File: config.mk
export PLATFORM = sky130hd
export DESIGN_NAME = apt_pipe_ctrl
export DESIGN_NICKNAME = d
export VERILOG_FILES = /design/src/hw/rtl/apt_pkg.sv /design/src/hw/rtl/apt_pipe_ctrl.sv
export SDC_FILE = /design/constraint.sdc
export NUM_CORES = 1
export LEC_CHECK = 0
export BUFFER_PORTS_ARGS = -buffer_cell sky130_fd_sc_hd__buf_2
export CELL_PAD_IN_SITES_DETAIL_PLACEMENT = 1
export CELL_PAD_IN_SITES_GLOBAL_PLACEMENT = 2
export CORE_AREA = 8 8 45 47
export CTS_BUF_LIST = sky130_fd_sc_hd__clkbuf_4 sky130_fd_sc_hd__clkbuf_8
export CTS_CLUSTER_SIZE = 16
export DETAILED_ROUTE_END_ITERATION = 8
export DIE_AREA = 0 0 53 55
export PLACE_DENSITY = 0.4
export REMOVE_ABC_BUFFERS = 1
export SLEW_MARGIN = 15
export SYNTH_ARGS = -nofsm -noshare
export SYNTH_HDL_FRONTEND = slang
export SYNTH_SLANG_ARGS = --single-unit
File: constraint.sdc
create_clock -name i_clk -period 0.9 [get_ports i_clk]
set_input_delay 0.135 -clock i_clk [delete_from_list [all_inputs] [get_ports i_clk]]
set_output_delay 0.135 -clock i_clk [all_outputs]
set_load 0.01 [all_outputs]
File: src/hw/rtl/apt_pkg.sv
// Shared types and constants for the affine point transform.
`default_nettype none

package apt_pkg;

    // Width of one Q-format coordinate or coefficient.
    localparam int Q_W        = 32;
    // Width of one full-precision product.
    localparam int PROD_W     = 2 * Q_W;
    // Three products plus an aligned translation need two guard bits.
    localparam int SUM_W      = PROD_W + 2;
    // Number of output components.
    localparam int NUM_AXES   = 3;

    // Configuration port geometry: six 64-bit registers at 8-byte spacing.
    localparam int CFG_NUM_REGS = 6;
    localparam int CFG_DATA_W   = 64;
    localparam int CFG_ADDR_W   = 6;
    localparam int CFG_IDX_W    = 3;
    localparam int CFG_IDX_LSB  = 3;

    typedef logic signed [Q_W-1:0]   t_q;
    typedef logic signed [PROD_W-1:0] t_prod;
    typedef logic signed [SUM_W-1:0] t_sum;
    typedef logic [CFG_DATA_W-1:0]   t_cfg_word;
    typedef logic [CFG_IDX_W-1:0]    t_cfg_idx;

    // Register indexes on the configuration port.
    typedef enum logic [CFG_IDX_W-1:0] {
        REG_ROW_X_FIRST  = 3'd0,
        REG_ROW_X_SECOND = 3'd1,
        REG_ROW_Y_FIRST  = 3'd2,
        REG_ROW_Y_SECOND = 3'd3,
        REG_ROW_Z_FIRST  = 3'd4,
        REG_ROW_Z_SECOND = 3'd5
    } t_cfg_reg;

    // Coefficients of one matrix row as seen by one lane.
    typedef struct packed {
        t_q coef_x;
        t_q coef_y;
        t_q coef_z;
        t_q trans;
    } t_row_coef;

    // Per-stage load enables from the pipeline control.
    typedef struct packed {
        logic ld_mul;
        logic ld_add;
        logic ld_sat;
    } t_pipe_ctl;

endpackage

`default_nettype wire

File: src/hw/rtl/apt_pipe_ctrl.sv
// Valid tracking and stall control for the three-stage datapath.
`default_nettype none

module apt_pipe_ctrl
    import apt_pkg::*;
(
    input  wire logic i_clk,
    input  wire logic i_rst_n,
    input  wire logic i_in_valid,
    output logic      o_in_ready,
    output logic      o_out_valid,
    input  wire logic i_out_ready,
    output t_pipe_ctl o_ctl
);

    logic r_vld_mul, r_vld_add, r_vld_sat;
    logic w_adv_mul, w_adv_add, w_adv_sat;

    // A stage moves on when it is empty or the stage after it moves on.
    assign w_adv_sat = !r_vld_sat || i_out_ready;
    assign w_adv_add = !r_vld_add || w_adv_sat;
    assign w_adv_mul = !r_vld_mul || w_adv_add;

    assign o_ctl.ld_mul = w_adv_mul;
    assign o_ctl.ld_add = w_adv_add;
    assign o_ctl.ld_sat = w_adv_sat;
    assign o_in_ready   = w_adv_mul;
    assign o_out_valid  = r_vld_sat;

    always_ff @(posedge i_clk) begin
        if (!i_rst_n) begin
            r_vld_mul <= 1'b0;
            r_vld_add <= 1'b0;
            r_vld_sat <= 1'b0;
        end else begin
            if (w_adv_mul) begin
                r_vld_mul <= i_in_valid;
            end
            if (w_adv_add) begin
                r_vld_add <= r_vld_mul;
            end
            if (w_adv_sat) begin
                r_vld_sat <= r_vld_add;
            end
        end
    end

`ifndef SYNTHESIS
    a_full_stall_blocks_input: assert property (@(posedge i_clk) disable iff (!i_rst_n)
        (r_vld_mul && r_vld_add && r_vld_sat && !i_out_ready) |-> !o_in_ready)
        else $error("input accepted while every stage is full and stalled");

    a_bubble_takes_input: assert property (@(posedge i_clk) disable iff (!i_rst_n)
        (!r_vld_mul || !r_vld_add || !r_vld_sat) |-> o_in_ready)
        else $error("input refused although the pipeline holds a bubble");

    a_item_moves_to_sat: assert property (@(posedge i_clk) disable iff (!i_rst_n)
        (r_vld_add && w_adv_sat) |=> r_vld_sat)
        else $error("item lost between the add and saturate stages");

    a_stalled_item_kept: assert property (@(posedge i_clk) disable iff (!i_rst_n)
        (r_vld_mul && !w_adv_add) |=> r_vld_mul)
        else $error("stalled item dropped from the multiply stage");
`endif

endmodule

`default_nettype wire
* Word-level counts from Yosys, hierarchy flattened *
Index checks and enable logic that the tools add are counted.

word-level totals
  register bits = 3
  input bits = 4
  output and inout port bits = 5
  logic and storage cells = 9

cells by class
  reduce and logical (&&, ||, !) cells = 6

operators by type and width
  kind              number
  $logic_not 1->1   3
  $logic_or 1x1->1  3

* Depth between registers and ports, before layout *
  word-level depth = 4
  mapped depth = 3
  depth with buffers taken out = 2

* Worst setup path after synthesis *
Ideal clock, no wire load.

  path kind = reg2out
  start = register r_vld_sat, in the netlist o_out_valid
  end = output port o_ctl[2] (netlist bit)
  required time = 765 ps
  setup slack = -50 ps
  path buffers = 1
  stages on the path, launching flop included = 4
  arrival time = 815 ps
  cell sequence = dfxtp_1 > and4b_1 > inv_1 > buf_4

on the way
  longest elaborated chain between the ends = 4

RTL lines
  element                 RTL line             source
  start, declared         apt_pipe_ctrl.sv:16  logic r_vld_mul, r_vld_add, r_vld_sat;
  start signal, assigned  apt_pipe_ctrl.sv:43  r_vld_sat <= r_vld_add;
  $logic_not 1->1         apt_pipe_ctrl.sv:20  assign w_adv_sat = !r_vld_sat || i_out_ready;
  $logic_or 1x1->1        apt_pipe_ctrl.sv:20
  $logic_or 1x1->1        apt_pipe_ctrl.sv:21  assign w_adv_add = !r_vld_add || w_adv_sat;
  $logic_or 1x1->1        apt_pipe_ctrl.sv:22  assign w_adv_mul = !r_vld_mul || w_adv_add;
  end, declared           apt_pipe_ctrl.sv:13  output t_pipe_ctl o_ctl

No other way between the ends.

==> metrics <==
FF/Latch Area 63.8 sq um; fin util 19.6%; Clock Latency Late Sink 0.24 ns; CTS Sinks 3; largest family of logic cells by synthesized area buffers and inverters; fill cell count 170; deepest clock path buffer count 2; Clk pin slew, worst setup/hold paths 0.04 ns; min-delay src i_in_valid; Netlist cell types 7; cell count after synthesis 15; kind of critical path reg2out; mux contribution to synthesized area 0%; Post-Layout Cell Count 43; CTS Buf Count 3; reg-to-reg endpoint r_vld_mul$_SDFFE_PN0P_; CTS root buffer clkbuf_4; area leader, netlist dfxtp_1; Tmin final 1.10 ns; FP Rows 14; post-synthesis xor/xnor area fraction 0%; Avg Inst Size Synth 9.68 sq um; DR vias/cell 3.42; antenna violations before repair 0; GRT Residual Overflow 0; die area 0.00292 sq mm; top cell type's share of synthesized area 41.4%; hold depth 2; DRC Markers 0; gp weighted congestion 0.590; max frequency 909 MHz; Hold WC Path Type in2reg; Final Hold Vio Count 0; unrepaired setup endpoints after global routing true; register area share after synthesis 41.4%; Synth warnings 0; hold path endpoint r_vld_mul$_SDFFE_PN0P_; Worst Setup Start Kind flip-flop; post-synthesis simple-gate area fraction 19.8%; headroom to the max-slew limit 92.8%; Placed Instances 36; crit-path cells and4b_1 -> inv_2 -> buf_6; max cap viols 0; CTS tree done; first-pass GRT wire length 593 um; Crit. End Element output pin; drt wl/cell 9.30 um; worst r2r src r_vld_mul$_SDFFE_PN0P_; FF-to-FF path depth 3; Nets 32; Mapped Area 145 sq um; DR vias 147; WP data arrival 0.96 ns; Die H 55 um; Data required, critical path 0.76 ns; final wirelength 400 um; Largest stage delay, worst path 0.33 ns; # IOs 9; finished layout cell area 272 sq um; synthesis-to-layout area growth 87.1%; vias in the first global route 146; H-tree level count 1; Slew Limit Fails 0; Leakage Power 0.131 nW; peak supply drop 410 uV; largest net degree at the start of global routing 5; Initial Util 10.5%; #FFs+latches synth 3; port buffer count 8; failing checks negative setup slack; FF-to-FF setup slack -0.02 ns; Worst-Margin Slew 0.109 ns; clk_skew 0.00276 ns; Buf+Inv Stages, Crit Path 2; Top delay family on crit path flip-flops; Max FO, Critical Path 4; number of setup violations in the final report 6; Power Density 1630 mW/mm^2; n_diodes 0; top cells by area, synth dfxtp_1 41%, buf_4 16%, o21a_1 16%; Max stage delay cell, worst path dfxtp_2; dpl cell area 183 sq um; chip width 53 um; DRT Pass-1 Iters 1; post-route ant nets 0; 1st-iter DRT viols 0; core area 0.00138 sq mm; area of the multi-input gates 51.3 sq um; share of layout cells above drive strength 1 85.2%; Pwr Total 443 uW; Worst Hold Margin 0.108 ns; final worst slack -0.200 ns; area share of fa/ha/maj cells after synthesis 0%; status finished, violations left; GRT Total Usage 3.61%; period utilisation layout 122%; post-synthesis compound-gate area fraction 15.5%
-- synth_stat cells, drive strengths merged --
cell / n
and3b: 1
buf: 3
and2b: 1
dfxtp: 3
o21a: 3
inv: 3
and4b: 1
-- flip-flops by register name (all words and copies together), names as in the netlist --
signal and flops:
r_vld_add 1, r_vld_mul 1, o_out_valid 1
-- worst max-delay path by stage --
stage / to / from / slack, ns / depth (start not counted)
global placement: o_ctl[2] / o_out_valid$_SDFFE_PN0P_ / 0.003 / 3
detailed placement: o_ctl[2] / o_out_valid$_SDFFE_PN0P_ / -0.01 / 3
floorplan: o_ctl[2] / o_out_valid$_SDFFE_PN0P_ / 0.07 / 2
global route: o_in_ready / r_vld_add$_SDFFE_PN0P_ / -0.26 / 3
CTS: o_ctl[2] / o_out_valid$_SDFFE_PN0P_ / -0.21 / 3
finish: o_ctl[2] / o_out_valid$_SDFFE_PN0P_ / -0.20 / 3
-- layout make-up --
type,count,area share [%]
clock buffers,4,11.1
multi-input cells,6,18.9
repair buffers,11,35.0
inverters,3,4.15
flip-flops and latches,3,23.5
well taps,16,7.37
-- routing by layer --
| layer | track usage (%) | up-vias | wire length (um) |
|---|---|---|---|
| li1 | - | 68 | - |
| met4 | 7.76 | 0 | 39 |
| met1 | 1.67 | 64 | 114 |
| met2 | 4.10 | 10 | 160 |
| met5 | 0 | - | 0 |
| met3 | 4.28 | 5 | 86 |
-- cells by family after synthesis --
| kind of cell | Yosys count |
|---|---|
| buffers and inverters | 6 |
| flip-flops | 3 |
| AND/OR/NAND/NOR | 3 |
| AO/OA/AOI/OAI | 3 |
-- power by group --
| group | switching (mW) | internal (mW) |
|---|---|---|
| registers | 0.00319 | 0.141 |
| clock network | 0.0765 | 0.197 |
| logic | 0.00954 | 0.0167 |
| total | 0.0892 | 0.354 |
-- per-stage QoR --
stage               TNS, ns  setup WS, ns
floorplan                 0        0.0708
global placement          0       0.00294
detailed placement  -0.0215       -0.0116
CTS                  -0.779        -0.213
global route          -1.00        -0.257
finish               -0.709        -0.200
-- cell usage in the layout (no fill, tap or decap), drive strengths merged --
cell	count
buf	11
and3b	1
and4b	1
o21a	3
dfxtp	3
inv	3
and2b	1
clkbuf	4
-- repair_timing --
action	in CTS	in global routing
gates resized for setup	3	9
endpoints found under the setup margin	4	7
hold buffers	0	0
pin swaps	2	1
buffers inserted	3	0
Power figures use the tool's default switching activity.
