## config.mk

```make
export PLATFORM = sky130hd
export DESIGN_NAME = apt_cfg_regs
export DESIGN_NICKNAME = d
export VERILOG_FILES = /design/src/hw/rtl/apt_pkg.sv /design/src/hw/rtl/apt_cfg_regs.sv
export SDC_FILE = /design/constraint.sdc
export NUM_CORES = 1
export LEC_CHECK = 0
export CAP_MARGIN = 40
export CORE_AREA = 2 2 204 206
export CTS_CLUSTER_SIZE = 16
export DETAILED_ROUTE_END_ITERATION = 10
export DIE_AREA = 0 0 206 208
export DONT_BUFFER_PORTS = 1
export HOLD_SLACK_MARGIN = 0.12
export PLACE_DENSITY = 0.67
export SLEW_MARGIN = 20
export SYNTH_ARGS = -nofsm -noshare
export SYNTH_HDL_FRONTEND = slang
export SYNTH_SLANG_ARGS = --single-unit
```

## constraint.sdc

```tcl
create_clock -name i_clk -period 16.35 [get_ports i_clk]
set_input_delay 0.8175 -clock i_clk [delete_from_list [all_inputs] [get_ports i_clk]]
set_output_delay 0.8175 -clock i_clk [all_outputs]
set_load 0.01 [all_outputs]
```

## src/hw/rtl/apt_pkg.sv

```systemverilog
// Shared types and constants for the affine point transform.
`default_nettype none

package apt_pkg;

    // Width of one Q-format coordinate or coefficient.
    localparam int Q_W        = 32;
    // Width of one full-precision product.
    localparam int PROD_W     = 2 * Q_W;
    // Three products plus an aligned translation need two guard bits.
    localparam int SUM_W      = PROD_W + 2;
    // Number of output components.
    localparam int NUM_AXES   = 3;

    // Configuration port geometry: six 64-bit registers at 8-byte spacing.
    localparam int CFG_NUM_REGS = 6;
    localparam int CFG_DATA_W   = 64;
    localparam int CFG_ADDR_W   = 6;
    localparam int CFG_IDX_W    = 3;
    localparam int CFG_IDX_LSB  = 3;

    typedef logic signed [Q_W-1:0]   t_q;
    typedef logic signed [PROD_W-1:0] t_prod;
    typedef logic signed [SUM_W-1:0] t_sum;
    typedef logic [CFG_DATA_W-1:0]   t_cfg_word;
    typedef logic [CFG_IDX_W-1:0]    t_cfg_idx;

    // Register indexes on the configuration port.
    typedef enum logic [CFG_IDX_W-1:0] {
        REG_ROW_X_FIRST  = 3'd0,
        REG_ROW_X_SECOND = 3'd1,
        REG_ROW_Y_FIRST  = 3'd2,
        REG_ROW_Y_SECOND = 3'd3,
        REG_ROW_Z_FIRST  = 3'd4,
        REG_ROW_Z_SECOND = 3'd5
    } t_cfg_reg;

    // Coefficients of one matrix row as seen by one lane.
    typedef struct packed {
        t_q coef_x;
        t_q coef_y;
        t_q coef_z;
        t_q trans;
    } t_row_coef;

    // Per-stage load enables from the pipeline control.
    typedef struct packed {
        logic ld_mul;
        logic ld_add;
        logic ld_sat;
    } t_pipe_ctl;

endpackage

`default_nettype wire

```

## src/hw/rtl/apt_cfg_regs.sv

```systemverilog
// Matrix coefficient registers behind the APB-style configuration port.
`default_nettype none

module apt_cfg_regs
    import apt_pkg::*;
#(
    parameter int FRAC_BITS = 16
) (
    input  wire logic                  i_clk,
    input  wire logic                  i_rst_n,
    input  wire logic                  psel,
    input  wire logic                  penable,
    input  wire logic                  pwrite,
    input  wire logic [CFG_ADDR_W-1:0] paddr,
    input  wire t_cfg_word             pwdata,
    output t_cfg_word                  prdata,
    output logic                       pready,
    output t_row_coef                  o_rows [NUM_AXES]
);

    // The value 1.0 in the chosen fixed-point format.
    localparam t_cfg_word ONE = t_cfg_word'(1) << FRAC_BITS;

    t_cfg_word r_regs [CFG_NUM_REGS];
    t_cfg_idx  w_idx;
    logic      w_wr;

    assign w_idx  = paddr[CFG_IDX_LSB +: CFG_IDX_W];
    assign w_wr   = psel && penable && pwrite && pready;
    assign pready = 1'b1;

    always_ff @(posedge i_clk) begin
        if (!i_rst_n) begin
            r_regs[REG_ROW_X_FIRST]  <= ONE;
            r_regs[REG_ROW_X_SECOND] <= '0;
            r_regs[REG_ROW_Y_FIRST]  <= ONE << Q_W;
            r_regs[REG_ROW_Y_SECOND] <= '0;
            r_regs[REG_ROW_Z_FIRST]  <= '0;
            r_regs[REG_ROW_Z_SECOND] <= ONE;
        end else if (w_wr && (int'(w_idx) < CFG_NUM_REGS)) begin
            r_regs[w_idx] <= pwdata;
        end
    end

    always_comb begin
        if (int'(w_idx) < CFG_NUM_REGS) begin
            prdata = r_regs[w_idx];
        end else begin
            prdata = '0;
        end
    end

    // Each row owns a pair of registers: the first holds the x and y
    // coefficients, the second the z coefficient and the translation.
    for (genvar r = 0; r < NUM_AXES; r++) begin : g_row
        assign o_rows[r].coef_x = t_q'(r_regs[2*r][Q_W-1:0]);
        assign o_rows[r].coef_y = t_q'(r_regs[2*r][CFG_DATA_W-1:Q_W]);
        assign o_rows[r].coef_z = t_q'(r_regs[2*r+1][Q_W-1:0]);
        assign o_rows[r].trans  = t_q'(r_regs[2*r+1][CFG_DATA_W-1:Q_W]);
    end

endmodule

`default_nettype wire

```

# Word-level counts from Yosys, hierarchy flattened
# Memories as Yosys holds them, arrays and structs flattened.
# Index checks and enable logic that the tools add are counted.
[op_classes]
add_sub_neg = 0
mul = 0
div = 0
order_cmp = 1
eq_ne = 0
n_shift = 0
n_mux = 8
bitwise = 0
n_reduce_logical = 4
[op_table]
columns = ["cell", "n"]
rows = [
  ["2-to-1 mux 64 bit", 2],
  ["OR reduction 64 bit", 1],
  ["2-to-1 mux 1 bit", 5],
  ["logical AND 1 bit", 3],
  ["less-than comparator 3 bit (second input constant)", 1],
  ["2-to-1 mux 3 bit", 1],
]
[word_totals]
regBits = 0
latchBits = 0
mem_bits_rw = 384
romBits = 0
input_bits = 75
mem_count = 1
[memory_table]
columns = ["name", "depth", "width", "rd", "rd_ports_with_merged_regs", "write_ports", "line", "rtl"]
rows = [
  ["r_regs", 6, 64, 7, 0, 6, "apt_cfg_regs.sv:24", "t_cfg_word r_regs [CFG_NUM_REGS];"],
]

# Logic depth before layout (Yosys ltp)
[logic_depth]
depth_word = 8
depth_mapped = 6

# Least setup slack after synthesis
# Ideal clock, no wire load.
[synth_path]
kind = "input-to-reg"
from = "in paddr[3]"
to = "mem r_regs[5][0] in the netlist's numbering, enable pin"
arrival_time_ns = 6.278
t_required_ns = 15.769
slack_ns = 9.491
cell_stages = 5
path_buffers = 3
cell_sequence = "buf_2 -> buf_4 -> buf_2 -> inv_1 -> o31ai_1"
[synth_rtl]
columns = ["element", "line", "rtl"]
rows = [
  ["start, declared", "apt_cfg_regs.sv:14", "input wire logic [CFG_ADDR_W-1:0] paddr,"],
  ["end, declared", "apt_cfg_regs.sv:24", ""],
]

# Worst setup path in the final report
[layout_path]
from = "in paddr[3]"
to = "out prdata[50]"
[layout_via]
elab_chain_cells = 2
elab_cells_between_ends = 3
[layout_lines]
columns = ["element", "line", "rtl"]
rows = [
  ["memory read (6 x 64 bit) / less-than comparator 3 bit (equally long branches)", "-", ""],
  ["2-to-1 mux 64 bit (*)", "apt_cfg_regs.sv:46", "if (int'(w_idx) < CFG_NUM_REGS) begin"],
  ["end, declared", "apt_cfg_regs.sv:16", "output t_cfg_word prdata,"],
]
# Every way passes the cells marked *; elsewhere a longest branch is shown, timed or not.

==> flow_summary.ini <==
[synth]
synth_top_area_share_pct = 66.30
synth_top_cell_by_area = edfxtp_1
syn_area_per_cell_um2 = 14.51
ys_seq_area_share_pct = 66.30
post-synth-top-count-cell = edfxtp_1
synth_edf_count = 384
syn_inst = 1199
synth_area_leaders = edfxtp_1, and2_1, mux2i_1, mux2_2, o221ai_1
synthesis.nets = 1274
ys_top_cells_by_count = edfxtp_1, and2_1, mux2i_1
synth_warnings = 0
synthArstFlopShare_pct = 0
synth-seq-cells = 384
ys_types = 27
synth_area_mm2 = 0.01739
ys_dominant_reg_cell = edfxtp_1

[placement]
port_buffers = 0
dpl_cell_area_mm2 = 0.01795
pre_cts_ws_ps = 13030
hpwl_um = 33920
place.gp.congestion = 0.8037

[final_layout]
largest_reg_flops = 384
utilization_pct = 47.44
regMostFlops = r_regs
reg.largest.list = r_regs (384)
finish.instance_area_mm2 = 0.01924
nFillCells = 3509
drive_gt1_share_pct = 12.97
area_delta_synth_final_pct = 10.62
nNetsFinal = 1251

[global_routing]
grt_pass1_vias = 10640
antenna_found_initial = 1
grt_max_degree = 138
grt_pass1_wl_um = 77110
grt.total_usage_pct = 25.11
overflow = 0

[timing]
min_period_ps = 3319
relSlewSlack_pct = 40.56
tns_ps = 0
slew_violations = 0
finalSetupViolations = 0
rsz0062_at_grt = false
tightestPinTransition_ps = 891.6
worst_slack_ps = 13030
fmax_ghz = 0.3013
timing.final.crit_share_pct = 20.30
hold_viol_final = 0

[detailed_routing]
avgRoutedWirePerCell_um = 31.63
wl_um = 54940
dr.pass1.iters = 5
drt_iter0_markers = 748
drc = 0
final_antenna_net_count = 0
detailroute.via_count = 10310
routed_via_density = 5.937

[clock_tree]
cts_tree = yes
path_clk_slew_ps = 70
cts_setup_buffers = 0
post_cts_resized = 0
h-tree-depth = 2
cts_made_buffers = 41
hold_buffers = 0
cts_buffer_depth = 3
ctsRootBufferMaster = clkbuf_16
cts_sinks = 384

[worst_setup_path]
worstSetupStartpoint = paddr[3]
max_stage_delay_ps = 710
startpoint_type = input pin
critPathKind = input pin to primary output
endpoint_kind = primary output
path_max_fanout = 71
path_buf_inv = 1
path_delay_family = buffers and inverters
slowest_stage = buf_4
critPathRequiredTime_ps = 15530
path_cells = nor2_4 -> buf_4 -> nand2_1 -> o221ai_1
worstPathArrival_ps = 2500

[power]
leakage_nw = 6.893
p_per_area_mw_per_mm2 = 115.8
max-vdd-ir-drop_mv = 0.08901

[die]
start_util_pct = 42.89
die_x_um = 206
dieArea_mm2 = 0.04285
die_h_um = 208
pin_count = 524
coreArea_mm2 = 0.04055
rows = 74

[hold_path]
hold_path.class = input pin to flop
min-delay-start = pwdata[16]

[run_status]
status = complete, no violations

[run]
max_cap_violations = 0
layout by cell type (no fill, tap or decap), drive strengths merged:
cell type / n
nand3: 1
mux2i: 128
conb: 1
buf: 22
a21oi: 1
nand2b: 8
nand4: 1
nor4b: 2
bufinv: 3
and3: 9
clkinvlp: 4
nor3: 1
clkinv: 12
and2: 363
and4: 11
nand2: 66
nor2: 2
mux2: 64
nor4: 1
clkbuf: 51
edfxtp: 384
and4b: 1
o31ai: 2
o221ai: 64
inv: 1
diode: 2
final timing paths:
path	endpoint	slack [ps]	cells after the start
setup / recovery	prdata[50]	13030	4
hold / removal	r_regs[5][16]	450	1
logic make-up (layout without fill, tap and decap cells):
group                  Yosys count  in the layout  share of synthesized area [%]
other                            1              3                        0.02156
AND/OR/NAND/NOR                466            466                          16.22
multiplexers                   192            192                          11.51
AO/OA/AOI/OAI                   67             67                          3.360
flip-flops                     384            384                          66.30
buffers and inverters           89             93                          2.583
layer usage:
layer  up-vias  GRT usage, %  share of wire (%)
li1       4351             -                  -
met1      5240         30.36                 37
met2       617         41.30                 49
met3       104         8.365                 11
met4         0         9.926                3.2
met5         -             0                  0
stage by stage:
stage / cells / hold slack (ps) / power, mW
after floorplan: 1199 / 995.3 / 1.315
after global placement: 1658 / 997.8 / 1.360
after detailed placement: 1663 / 1001 / 1.366
after CTS: 1733 / 416.6 / 2.240
after global routing: 1735 / 425.5 / 2.291
final: 1737 / 448.1 / 2.227
power by group:
| part | switching [mW] | internal, mW | total (mW) |
|---|---|---|---|
| clock | 0.375 | 0.508 | 0.883 |
| sequential | 0.0788 | 1.14 | 1.22 |
| combinational | 0.0783 | 0.0452 | 0.124 |
| total | 0.532 | 1.70 | 2.23 |
cell type report:
class                      instances  area (µm²)  share of cell area, %
clock inverter                    19       176.4                 0.9170
antenna                            2       5.005                0.02601
sequential                       384       11530                  59.94
timing repair buffer              22       270.3                  1.405
multi-input combinational        726        5523                  28.71
clock buffer                      51        1064                  5.528
inverter                           1       3.754                0.01951
tap                              532       665.6                  3.460
Power figures use the tool's default switching activity.
